**config.mk**
```make
export PLATFORM = sky130hd
export DESIGN_NAME = murmur2_hash_32
export DESIGN_NICKNAME = d
export VERILOG_FILES = /design/src/sv/mh2_pkg.sv /design/src/sv/mh2_front.sv /design/src/sv/mh2_queue.sv /design/src/sv/mh2_back.sv /design/src/sv/murmur2_hash_32.sv
export SDC_FILE = /design/constraint.sdc
export NUM_CORES = 1
export LEC_CHECK = 0
export BUFFER_PORTS_ARGS = -buffer_cell sky130_fd_sc_hd__buf_2
export CORE_MARGIN = 2
export CORE_UTILIZATION = 30
export DETAILED_ROUTE_END_ITERATION = 10
export PLACE_DENSITY = 0.49
export REMOVE_ABC_BUFFERS = 1
export SLEW_MARGIN = 20
export SYNTH_ARGS = -nofsm -noshare
export SYNTH_HDL_FRONTEND = slang
export SYNTH_SLANG_ARGS = --single-unit
```
**constraint.sdc**
```tcl
create_clock -name clk -period 11.56 [get_ports clk]
set_clock_uncertainty 0.2 [all_clocks]
set_input_delay 1.734 -clock clk [delete_from_list [all_inputs] [get_ports clk]]
set_output_delay 1.734 -clock clk [all_outputs]
set_load 0.005 [all_outputs]
```
**src/sv/mh2_pkg.sv**
```systemverilog
// Package for the MurmurHash2 block: mixing constants, the command word
// that travels from the front end to the back end, and the sequencer states.
// Depends on nothing.
package mh2_pkg;

    localparam logic [31:0] MIX_MULT    = 32'h5bd1e995;
    localparam int          MIX_SHIFT   = 24;
    localparam int          FIN_SHIFT_A = 13;
    localparam int          FIN_SHIFT_B = 15;
    localparam logic [31:0] SEED_RESET  = 32'd97;

    typedef enum logic [1:0] {
        OP_NONE,
        OP_FULL,
        OP_TAIL
    } op_t;

    typedef struct packed {
        op_t         op;
        logic        start;
        logic [31:0] start_hash;
        logic [31:0] word;
        logic        last;
    } cmd_t;

    typedef enum logic [2:0] {
        S_IDLE,
        S_K1,
        S_K2,
        S_HMIX,
        S_TAIL,
        S_FIN,
        S_EMIT
    } state_t;

endpackage

```
**src/sv/mh2_front.sv**
```systemverilog
// Front end of the MurmurHash2 block: holds the seed register, tracks the
// open message and turns each accepted word that starts or continues a
// message into a command for the back end. Depends on mh2_pkg.
module mh2_front (
    input  logic             clk,
    input  logic             rst_n,
    input  logic             cfg_valid,
    output logic             cfg_ready,
    input  logic [31:0]      hash_seed,
    input  logic             accept,
    input  logic [31:0]      chunk,
    input  logic [2:0]       chunk_bytes,
    input  logic             is_first,
    input  logic [31:0]      total_length,
    input  logic             is_last,
    output logic             cmd_push,
    output mh2_pkg::cmd_t    cmd
);

    logic [31:0] seed_reg;
    logic [31:0] seed_next;
    logic        open_reg;
    logic        open_next;
    logic [31:0] keep;

    assign cfg_ready = 1'b1;
    assign seed_next = (cfg_valid) ? hash_seed : seed_reg;

    always_comb
    begin
        open_next = open_reg;
        if (accept && (is_first || open_reg))
        begin
            open_next = !is_last;
        end
    end

    always_ff @(posedge clk or negedge rst_n)
    begin
        if (!rst_n)
        begin
            seed_reg <= mh2_pkg::SEED_RESET;
            open_reg <= 1'b0;
        end
        else
        begin
            seed_reg <= seed_next;
            open_reg <= open_next;
        end
    end

    always_comb
    begin
        unique case (chunk_bytes[1:0])
            2'd1:    keep = 32'h0000_00ff;
            2'd2:    keep = 32'h0000_ffff;
            2'd3:    keep = 32'h00ff_ffff;
            default: keep = 32'h0000_0000;
        endcase
    end

    always_comb
    begin
        cmd_push       = accept && (is_first || open_reg);
        cmd.start      = is_first;
        cmd.start_hash = seed_reg ^ total_length;
        cmd.last       = is_last;
        if (chunk_bytes[2])
        begin
            cmd.op   = mh2_pkg::OP_FULL;
            cmd.word = chunk;
        end
        else if (chunk_bytes[1:0] == 2'd0)
        begin
            cmd.op   = mh2_pkg::OP_NONE;
            cmd.word = chunk;
        end
        else
        begin
            cmd.op   = mh2_pkg::OP_TAIL;
            cmd.word = chunk & keep;
        end
    end

endmodule

```
**src/sv/mh2_queue.sv**
```systemverilog
// Short command queue between the front end and the back end of the
// MurmurHash2 block, held in flip-flops. Depends on mh2_pkg.
module mh2_queue #(
    parameter int DEPTH = 2
) (
    input  logic          clk,
    input  logic          rst_n,
    input  logic          push,
    input  mh2_pkg::cmd_t push_data,
    output logic          full,
    input  logic          pop,
    output mh2_pkg::cmd_t pop_data,
    output logic          empty
);

    localparam int PW = (DEPTH > 1) ? $clog2(DEPTH) : 1;
    localparam int CW = $clog2(DEPTH + 1);
    localparam logic [PW-1:0] PTR_LAST = PW'(DEPTH - 1);
    localparam logic [CW-1:0] CNT_FULL = CW'(DEPTH);

    mh2_pkg::cmd_t mem_reg [DEPTH];
    logic [PW-1:0] wr_ptr_reg;
    logic [PW-1:0] wr_ptr_next;
    logic [PW-1:0] rd_ptr_reg;
    logic [PW-1:0] rd_ptr_next;
    logic [CW-1:0] count_reg;
    logic [CW-1:0] count_next;
    logic          do_push;
    logic          do_pop;

    assign full     = (count_reg == CNT_FULL);
    assign empty    = (count_reg == '0);
    assign do_push  = push && !full;
    assign do_pop   = pop && !empty;
    assign pop_data = mem_reg[rd_ptr_reg];

    always_comb
    begin
        wr_ptr_next = wr_ptr_reg;
        rd_ptr_next = rd_ptr_reg;
        count_next  = count_reg;
        if (do_push)
        begin
            wr_ptr_next = (wr_ptr_reg == PTR_LAST) ? '0 : wr_ptr_reg + 1'b1;
        end
        if (do_pop)
        begin
            rd_ptr_next = (rd_ptr_reg == PTR_LAST) ? '0 : rd_ptr_reg + 1'b1;
        end
        if (do_push && !do_pop)
        begin
            count_next = count_reg + 1'b1;
        end
        else if (do_pop && !do_push)
        begin
            count_next = count_reg - 1'b1;
        end
    end

    always_ff @(posedge clk or negedge rst_n)
    begin
        if (!rst_n)
        begin
            wr_ptr_reg <= '0;
            rd_ptr_reg <= '0;
            count_reg  <= '0;
        end
        else
        begin
            wr_ptr_reg <= wr_ptr_next;
            rd_ptr_reg <= rd_ptr_next;
            count_reg  <= count_next;
        end
    end

    always_ff @(posedge clk)
    begin
        if (do_push)
        begin
            mem_reg[wr_ptr_reg] <= push_data;
        end
    end

endmodule

```
**src/sv/mh2_back.sv**
```systemverilog
// Back end of the MurmurHash2 block: a sequencer around one constant
// multiplier that mixes, finalizes and holds the result register.
// Depends on mh2_pkg.
module mh2_back (
    input  logic          clk,
    input  logic          rst_n,
    input  logic          cmd_empty,
    input  mh2_pkg::cmd_t cmd,
    output logic          cmd_pop,
    input  logic          pop,
    output logic          empty,
    output logic [31:0]   hash_value
);

    mh2_pkg::state_t state_reg;
    mh2_pkg::state_t state_next;
    logic [31:0]     h_reg;
    logic [31:0]     h_next;
    logic [31:0]     k_reg;
    logic [31:0]     k_next;
    logic            last_reg;
    logic            last_next;
    logic            out_valid_reg;
    logic            out_valid_next;
    logic [31:0]     out_hash_reg;
    logic [31:0]     out_hash_next;
    logic [31:0]     mul_a;
    logic [63:0]     mul_wide;
    logic [31:0]     mul_p;
    logic            out_free;

    assign mul_wide   = {32'd0, mul_a} * {32'd0, mh2_pkg::MIX_MULT};
    assign mul_p      = mul_wide[31:0];
    assign out_free   = !out_valid_reg || pop;
    assign empty      = !out_valid_reg;
    assign hash_value = out_hash_reg;

    always_comb
    begin
        state_next = state_reg;
        unique case (state_reg)
            mh2_pkg::S_IDLE:
            begin
                if (!cmd_empty)
                begin
                    unique case (cmd.op)
                        mh2_pkg::OP_FULL: state_next = mh2_pkg::S_K1;
                        mh2_pkg::OP_TAIL: state_next = mh2_pkg::S_TAIL;
                        default:          state_next = cmd.last ? mh2_pkg::S_FIN
                                                                : mh2_pkg::S_IDLE;
                    endcase
                end
            end
            mh2_pkg::S_K1:   state_next = mh2_pkg::S_K2;
            mh2_pkg::S_K2:   state_next = mh2_pkg::S_HMIX;
            mh2_pkg::S_HMIX: state_next = last_reg ? mh2_pkg::S_FIN : mh2_pkg::S_IDLE;
            mh2_pkg::S_TAIL: state_next = last_reg ? mh2_pkg::S_FIN : mh2_pkg::S_IDLE;
            mh2_pkg::S_FIN:  state_next = mh2_pkg::S_EMIT;
            mh2_pkg::S_EMIT: state_next = out_free ? mh2_pkg::S_IDLE : mh2_pkg::S_EMIT;
            default:         state_next = mh2_pkg::S_IDLE;
        endcase
    end

    always_comb
    begin
        cmd_pop        = 1'b0;
        h_next         = h_reg;
        k_next         = k_reg;
        last_next      = last_reg;
        mul_a          = k_reg;
        out_valid_next = out_valid_reg && !pop;
        out_hash_next  = out_hash_reg;
        unique case (state_reg)
            mh2_pkg::S_IDLE:
            begin
                if (!cmd_empty)
                begin
                    cmd_pop   = 1'b1;
                    h_next    = cmd.start ? cmd.start_hash : h_reg;
                    k_next    = cmd.word;
                    last_next = cmd.last;
                end
            end
            mh2_pkg::S_K1:
            begin
                mul_a  = k_reg;
                k_next = mul_p;
            end
            mh2_pkg::S_K2:
            begin
                mul_a  = k_reg ^ (k_reg >> mh2_pkg::MIX_SHIFT);
                k_next = mul_p;
            end
            mh2_pkg::S_HMIX:
            begin
                mul_a  = h_reg;
                h_next = mul_p ^ k_reg;
            end
            mh2_pkg::S_TAIL:
            begin
                mul_a  = h_reg ^ k_reg;
                h_next = mul_p;
            end
            mh2_pkg::S_FIN:
            begin
                mul_a  = h_reg ^ (h_reg >> mh2_pkg::FIN_SHIFT_A);
                h_next = mul_p;
            end
            mh2_pkg::S_EMIT:
            begin
                if (out_free)
                begin
                    out_valid_next = 1'b1;
                    out_hash_next  = h_reg ^ (h_reg >> mh2_pkg::FIN_SHIFT_B);
                end
            end
            default:
            begin
                mul_a = k_reg;
            end
        endcase
    end

    always_ff @(posedge clk or negedge rst_n)
    begin
        if (!rst_n)
        begin
            state_reg     <= mh2_pkg::S_IDLE;
            out_valid_reg <= 1'b0;
        end
        else
        begin
            state_reg     <= state_next;
            out_valid_reg <= out_valid_next;
        end
    end

    always_ff @(posedge clk)
    begin
        h_reg        <= h_next;
        k_reg        <= k_next;
        last_reg     <= last_next;
        out_hash_reg <= out_hash_next;
    end

endmodule

```
**src/sv/murmur2_hash_32.sv**
```systemverilog
// Top level of the streaming 32-bit MurmurHash2 block.
// Depends on mh2_pkg, mh2_front, mh2_queue and mh2_back.
//
// The message enters as a queue: a word is taken at a clock edge with push
// high and full low. Each word carries up to four bytes, the byte count and
// the first and last flags; the first word also carries the message length.
// The finished hash leaves as a queue: while empty is low, hash_value holds
// the oldest result, and it is taken at an edge with pop high.
// The seed is written through cfg_valid and cfg_ready; the user must
// write it only while the block is idle, which the block does not enforce.
// The front end classifies each word in the cycle it is taken and queues a
// command. The back end shares one constant multiplier and takes commands
// only in S_IDLE: a full word then steps through S_K1, S_K2 and S_HMIX, a
// partial word S_TAIL; the last word adds finalization in S_FIN and S_EMIT.
// Reset sets the seed to 97, closes any message and empties both queues.
// When the receiver stalls, the result register holds, the back end waits
// with the next result, and the command queue fills until full rises.
module murmur2_hash_32 #(
    parameter int QUEUE_DEPTH = 2
) (
    input  logic        clk,
    input  logic        rst_n,
    input  logic        cfg_valid,
    output logic        cfg_ready,
    input  logic [31:0] hash_seed,
    input  logic        push,
    output logic        full,
    input  logic [31:0] chunk,
    input  logic [2:0]  chunk_bytes,
    input  logic        is_first,
    input  logic [31:0] total_length,
    input  logic        is_last,
    output logic        empty,
    input  logic        pop,
    output logic [31:0] hash_value
);

    mh2_pkg::cmd_t front_cmd;
    mh2_pkg::cmd_t back_cmd;
    logic          cmd_push;
    logic          cmd_pop;
    logic          cmd_empty;
    logic          accept;

    assign accept = push && !full;

    mh2_front u_front (
        .clk          (clk),
        .rst_n        (rst_n),
        .cfg_valid    (cfg_valid),
        .cfg_ready    (cfg_ready),
        .hash_seed    (hash_seed),
        .accept       (accept),
        .chunk        (chunk),
        .chunk_bytes  (chunk_bytes),
        .is_first     (is_first),
        .total_length (total_length),
        .is_last      (is_last),
        .cmd_push     (cmd_push),
        .cmd          (front_cmd)
    );

    mh2_queue #(
        .DEPTH (QUEUE_DEPTH)
    ) u_queue (
        .clk       (clk),
        .rst_n     (rst_n),
        .push      (cmd_push),
        .push_data (front_cmd),
        .full      (full),
        .pop       (cmd_pop),
        .pop_data  (back_cmd),
        .empty     (cmd_empty)
    );

    mh2_back u_back (
        .clk        (clk),
        .rst_n      (rst_n),
        .cmd_empty  (cmd_empty),
        .cmd        (back_cmd),
        .cmd_pop    (cmd_pop),
        .pop        (pop),
        .empty      (empty),
        .hash_value (hash_value)
    );

endmodule
```
==> results by stage, run 1 <==
Worst setup path:
- The critical path is of the reg2reg type.
- The worst-path maximum fanout is 26.
- The most numerous cell type found on the critical path is sky130_fd_sc_hd__fa_1.
- The startpoint type of the worst setup path is a register.
- The capturing element type of the critical path is a register.
- In this design, the stage delay of the slowest critical-path cell is 880 ps.
- The worst register-to-register path has a depth of 29.
- The startpoint of the lowest-slack register-to-register path is u_back.state_reg[2].
- The endpoint identified for the worst register-to-register timing path is u_back.h_reg[31].
- The critical path arrival is 10050 ps.
- The critical path's slowest cell is sky130_fd_sc_hd__nor2_1.
- The worst-case register-to-register setup slack is 1610 ps.
- The data required time of the worst path is 11650 ps.

Floorplanning:
- For this configuration, the core starts out at a cell density of 30.4%.
- The total I/O pin count is 141.
- Measured along the x axis, the die boundary spans 274 um.
- The overall die height is 274 um.
- The total die area is 0.0748 mm^2.
- After floorplanning, the core was divided into 98 placement rows.
- The standard cell core area is 0.0717 mm^2.

STA:
- The max-slew headroom at the worst pin is 21.9%.
- The setup TNS is 0 ps.
- Setup slack closes at 1610 ps.
- The fmax is 100 MHz.
- The final critical path takes up 86.1% of the cycle.
- The total count of hold-check failures in the final report is 0.
- The max-slew violation count is 0.
- The final critical path time including I/O delays and setup is 9950 ps.
- The total of endpoints with negative setup slack in the final report is 0.
- For the pin with the worst max-slew slack, the measured transition is 1170 ps.
- Setup repair after global routing left no endpoint under its margin.

Route:
- In the routed design, unresolved DRC markers number 0.
- Across all layers, the routed design uses 14788 vias.
- The count of TritonRoute iterations in the first routing pass is 5.
- The wire length after detailed routing is 61.9 mm.
- The number of antenna-violating nets in the routed design is 0.
- In this run, the number of DRC markers left after iteration 0 of detailed routing was 907.
- The routed length per instance is 20.2 um.
- The detail-routed via count per cell is 4.82.

Yosys:
- The cell area after technology mapping is 0.0218 mm^2.
- By area, the combinational part of the netlist is dominated by adder cells.
- The fraction of synthesized cell area in xor and xnor cells is 5.76%.
- Of the post-synthesis cell area, the part taken by muxes is 4.92%.
- Of the total synthesized cell area, the portion taken by AND, OR, NAND and NOR gates is 5.90%.
- The synthesized netlist devotes 9.96% of its cell area to compound gates.
- The proportion of register bits with asynchronous set or reset after synthesis is 15.0%.
- The average cell area after synthesis is 11.0 um^2.
- The number of enable-type register cells in the synthesized netlist is 233.
- The area share of fa/ha/maj cells after synthesis is 28.9%.
- Sequential elements use 36.8% of the synthesized area.
- Synthesis inferred 274 register bits.
- The synthesized instance count is 1975.
- The count of yosys warnings during synthesis is 0.
- The main flop type after synthesis is sky130_fd_sc_hd__edfxtp_1.
- The count of different cell masters after synthesis is 68.

Placed design:
- The count of buffers added on input and output ports is 139.
- The wire-length estimate of the detail-placed layout is 48.0 mm.
- The post-placement setup slack is 1640 ps.
- The total placed instance area is 0.0236 mm^2.
- At the end of routability-driven placement, the weighted congestion stood at 0.918.

Global routing:
- The number of global-route vias before repair came to 15420.
- The wire length of the first global-routing pass is 94.7 mm.
- The total routing usage reported by global routing is 16.6%.
- After global routing the overflow that remains totals 0.
- Entering global routing, the biggest net connects 66 pins.
- The initial antenna violation count was 0.

Clock tree:
- The clock transition time at the flip-flop clock pins of the worst setup and hold paths is 60 ps.
- The number of gates resized after cts is 0.
- The total clock sinks is 274.
- The tree is rooted in a sky130_fd_sc_hd__clkbuf_16.
- After clock tree synthesis, the flow added hold-fix buffers numbering 0.
- The latest clock arrival within the worst-skew pair is 550 ps.
- TritonCTS created 27 clock buffers.
- TritonCTS built the clock tree.
- The number of buffers inserted to repair setup after CTS is 0.
- The largest buffer count on any clock path is 3.
- In this run the number of H-tree levels came out at 1.

Layout:
- The final net count is 2597.
- The number of flip-flops in the largest register is 136.
- The antenna diode instance count is 0.
- The final design area excluding fillers is 0.0245 mm^2.
- Of the cells placed in the final design, the portion with a size suffix greater than 1 is 12.6%.
- At the end of the flow the core is filled with cells to 34.1%.
- Compared with the post-synthesis result, the final layout area differs by 12.2%.

Hold path:
- The worst hold path stage count is 1.
- The path category of the worst min-delay check is reg2reg.
- The launch point of the worst hold path is u_queue.wr_ptr_reg.
- For hold timing, the worst endpoint is u_queue.wr_ptr_reg.

Job:
- The tool flagged a number of max-cap violations equal to 0.

Status:
- The run finished with clean final reports.
==> synthesized netlist by cell type, drive strengths merged, types with 5 or more instances <==
library cell | number | area (um^2)
a211oi | 21 | 158
a21o | 16 | 120
a21oi | 104 | 524
a221o | 9 | 90.1
a221oi | 6 | 70.1
a31oi | 9 | 56.3
and2 | 14 | 87.6
and3 | 5 | 31.3
buf | 17 | 87.6
clkbuf | 57 | 214
dfrtp | 38 | 951
edfxtp | 233 | 7000
fa | 178 | 3560
ha | 218 | 2730
inv | 370 | 1390
mux2 | 42 | 473
mux2i | 60 | 601
nand2 | 71 | 267
nand3 | 16 | 80.1
nor2 | 60 | 228
nor2b | 31 | 194
nor3 | 34 | 170
nor3b | 8 | 60.1
o21a | 11 | 82.6
o21ai | 123 | 616
o21bai | 7 | 52.6
o221ai | 18 | 158
o22ai | 6 | 37.5
or2 | 5 | 31.3
or3 | 5 | 31.3
xnor2 | 66 | 586
xor2 | 74 | 648
==> through the flow <==
stage / cells / hold WS (ps)
3_5_place_dp: 3016 / 300
2_1_floorplan: 1901 / 256
6_report: 3065 / 307
5_1_grt: 3065 / 319
3_3_place_gp: 3016 / 296
4_1_cts: 3065 / 312
==> worst max path at each step <==
stage | start | to | slack (ps) | cells past startpoint
finish | u_back.state_reg[2] | u_back.h_reg[31] | 1610 | 29
global route | u_back.state_reg[2] | u_back.h_reg[31] | 1220 | 29
CTS | u_back.state_reg[2] | u_back.h_reg[31] | 1600 | 29
detailed placement | u_back.state_reg[2] | u_back.h_reg[31] | 1640 | 29
global placement | u_back.state_reg[2] | u_back.h_reg[31] | 1610 | 29
floorplan | u_back.state_reg[2] | u_back.h_reg[30] | 2300 | 28
==> critical path, delay by kind of cell (launching register included) <==
kind / cells / cell delay [ps]
simple gates: 4 / 1470
flops: 1 / 380
xor+xnor: 2 / 440
buf+inv: 7 / 980
compound gates: 7 / 2220
fa+ha+maj: 9 / 3990
==> final cells by class <==
type | count | area (um^2)
tap | 950 | 1190
clock buffer | 38 | 757
fill | 7181 | 47300
inverter | 370 | 1390
sequential | 274 | 8030
timing repair buffer | 165 | 891
clock inverter | 11 | 83.8
multi-input combinational | 1257 | 12100
==> layout by cell type, fill, tap and decap left out, types with 65 or more instances in the layout <==
master                     count
sky130_fd_sc_hd__xnor2_1      65
sky130_fd_sc_hd__xor2_1       74
sky130_fd_sc_hd__buf_2       139
sky130_fd_sc_hd__inv_1       369
sky130_fd_sc_hd__edfxtp_1    233
sky130_fd_sc_hd__o21ai_0     120
sky130_fd_sc_hd__fa_1        178
sky130_fd_sc_hd__a21oi_1     102
sky130_fd_sc_hd__nand2_1      71
sky130_fd_sc_hd__ha_1        218
==> layer usage <==
layer	track usage, %	up-vias	wire length [um]
met4	3.85	0	1340
met5	0	-	0
li1	-	6907	-
met2	28.7	331	30600
met3	1.36	75	2140
met1	22.5	7475	27900
==> logic make-up (layout without fill, tap and decap cells) <==
kind of cell / after synthesis / count (layout)
adders and majority gates: 396 / 396
and+or+nand+nor: 263 / 263
xor gates and xnor gates: 141 / 141
other: 1 / 1
buffers and inverters: 444 / 584
DFF: 274 / 274
muxes: 102 / 102
AOI/OAI and AO/OA: 354 / 354
Power of run 1 is not shown: default switching activity piles up to over one toggle a cycle in this logic, so the estimate is an artifact.
==> run 2: changes to the inputs <==
==> constraint.sdc (replaced) <==
create_clock -name clk -period 11.56 [get_ports clk]
set_clock_uncertainty 0.2 [all_clocks]
set_input_delay 0.578 -clock clk [delete_from_list [all_inputs] [get_ports clk]]
set_output_delay 0.578 -clock clk [all_outputs]
set_load 0.005 [all_outputs]
==> run 2 against run 1 <==
  * Highest routed layer unchanged
  * Cell count hardly changed
  * Register-to-register slack improved by 20 ps
  * Sequential cell count unchanged
  * Setup slack improved by 19 ps
  * Non-clock buffer count rose by 1
  * Global-route usage is the same
  * Die area unchanged
  * Critical path depth unchanged
  * Largest cell class unchanged
  * Cell area about the same
  * Sequential share of layout area about the same
  * Maximum frequency is 0.19% higher
==> results by stage, run 2 (synthesis gave the netlist of run 1 again) <==
Status:
- The run finished with clean final reports.

Worst setup path:
- The critical path arrival is 10030 ps (-20 ps).
- The data required time of the worst path is 11660 ps (about the same).
- The worst stage delay on the critical path came to 900 ps (+20 ps).
- In this run the critical register-to-register path is launched from u_back.state_reg[2].
- The critical path starts at u_back.state_reg[2].
- The worst-path maximum fanout is 26 (unchanged).
- The critical path's slowest cell is sky130_fd_sc_hd__nor2_1.
- The worst setup path is of the reg2reg kind.
- The startpoint type of the worst setup path is a register.
- The most numerous cell type found on the critical path is sky130_fd_sc_hd__fa_1.
- The capturing element type of the critical path is a register.

Floorplanning:
- The total die area was 0.0748 mm^2 (unchanged).
- The total I/O pin count was 141 (unchanged).
- The initial standard-cell utilization of the core is 30.4% (unchanged).
- The overall die height is 274 um (unchanged).
- The standard cell core area is 0.0717 mm^2 (unchanged).
- The die span in x was 274 um (unchanged).
- The count of standard-cell rows is 98 (unchanged).

Placed design:
- The post-placement setup slack is 1640 ps (unchanged).
- The final weighted congestion in routability-driven placement is 0.918 (unchanged).
- The HPWL reported at the end of detailed placement is 48.0 mm (unchanged).
- The number of port buffers is 139 (unchanged).
- The total placed instance area is 0.0236 mm^2 (unchanged).

STA:
- The max-slew violation count is 0 (unchanged).
- The final critical path time including I/O delays and setup is 9930 ps (-18.9 ps).
- The setup TNS came to 0 ps (unchanged).
- Setup repair after global routing left no endpoint under its margin.
- The total of endpoints with negative setup slack in the final report is 0 (unchanged).
- The fmax is 101 MHz (+0.19%).
- The total count of hold-check failures in the final report is 0 (unchanged).
- The worst-margin pin slew is 1140 ps (-35.9 ps).
- The max-slew headroom at the worst pin came to 24.3% (+2.4 points).
- The fraction of the cycle the final worst path needs is 85.9% (-0.16 points).
- The final worst slack is 1630 ps (+18.9 ps).

Clock tree:
- The total clock sinks is 274 (unchanged).
- The number of buffers inserted to repair setup after CTS is 0 (unchanged).
- TritonCTS built the clock tree.
- The number of CTS-inserted buffers is 27 (unchanged).
- The cell sitting at the root of the clock tree is a sky130_fd_sc_hd__clkbuf_16.
- The largest buffer count on any clock path is 3 (unchanged).
- The latest clock arrival within the worst-skew pair is 550 ps (about the same).
- The clock transition time at the flip-flop clock pins of the worst setup and hold paths is 70 ps (about the same).
- The number of H-tree branching levels is 1 (unchanged).

Layout:
- The fill cell instance count of the final layout is 7180 (-0.014%).
- The core utilization of the finished layout is 34.1% (about the same).
- The growth of design area from synthesis to finish came to 12.3% (about the same).
- The number of flip-flops in the largest register is 136 (unchanged).
- Leaving out fill and tap cells, the most frequent cells in the layout are sky130_fd_sc_hd__inv_1 (369), sky130_fd_sc_hd__edfxtp_1 (233), sky130_fd_sc_hd__ha_1 (218).
- The antenna diode instance count is 0 (unchanged).
- The proportion of layout cells with a drive suffix above 1 is 12.6% (about the same).
- The library cell used most frequently in the layout, excluding fill and tap cells, is sky130_fd_sc_hd__inv_1.
- The final net count is 2598 (+0.039%).
- The final design area excluding fillers is 0.0245 mm^2 (about the same).

Route:
- The remaining routing DRC violations is 0 (unchanged).
- The detail-routed via count per cell is 4.82 (about the same).
- The first-iteration detailed-routing DRC count is 883 (-2.6%).
- The count of TritonRoute iterations in the first routing pass is 6 (+1).
- The routed length per instance is 20.2 um (about the same).
- The total via count in the routed design is 14781 (-0.047%).
- The wire length after detailed routing is 62.0 mm (about the same).
- The number of antenna-violating nets in the routed design came to 0 (unchanged).

Hold path:
- The min-delay analysis places its worst path in the category in2reg.
- The launch point of the worst hold path is chunk[4].

Job:
- The number of violations of the max-capacitance limit is 0 (unchanged).

Global routing:
- The pin count of the biggest net entering global routing is 66 (unchanged).
- The remaining global-route overflow is 0 (unchanged).
- The number of global-route vias before repair is 15420 (unchanged).
- The initial antenna violation count is 0 (unchanged).
- The total routing usage reported by global routing is 16.6% (unchanged).
- The wire length of the first global-routing pass came to 94.7 mm (unchanged).
## run 2: layout make-up
cell class	instances	area (um^2)	area share (%)
multi-input cells	1257	12100	49.5
well taps	950	1190	4.86
repair buffers	166	901	3.68
flip-flops and latches	274	8030	32.8
inverters	370	1390	5.67
clock buffers	38	757	3.09
clock inverters	11	83.8	0.343
## run 2: critical path, delay by kind of cell (launching register included)
kind / cells / cell delay (ps)
xor gates and xnor gates: 2 / 430
and+or+nand+nor: 4 / 1490
buffers and inverters: 7 / 960
AOI/OAI and AO/OA: 7 / 2210
DFF: 1 / 390
adders and majority gates: 9 / 3980
## run 2: stage by stage
step	instances	hold WS [ps]
finish	3066	29.9
global route	3066	15.0
CTS	3066	4.50
detailed placement	3016	300
global placement	3016	296
floorplan	1901	82.4
## run 2: final timing paths
kind / endpoint / slack (ps) / cells past startpoint
max reg2reg: u_back.h_reg[31] / 1630 / 29
min in group asynchronous: u_front.seed_reg[17] / 470 / 3
max in group asynchronous: u_queue.rd_ptr_reg / 10180 / 3
min reg2reg: u_queue.wr_ptr_reg / 310 / 1
min: u_queue.mem_reg[0][5] / 30 / 1
max: u_back.h_reg[31] / 1630 / 29
## run 2: metal layers
metal | share of wire (%) | up-vias | GRT usage, %
li1 | - | 6909 | -
met1 | 45 | 7447 | 22.5
met2 | 49 | 351 | 28.7
met3 | 3.6 | 74 | 1.36
met4 | 2.2 | 0 | 3.85
met5 | 0 | - | 0
## run 2: timing repair
| action | 4_1_cts | 5_1_grt |
|---|---|---|
| hold endpoints to repair | 38 | 0 |
| hold buffers | 1 | 0 |
| gates resized for setup | 0 | 0 |
Power of run 2 is left out for the same reason.
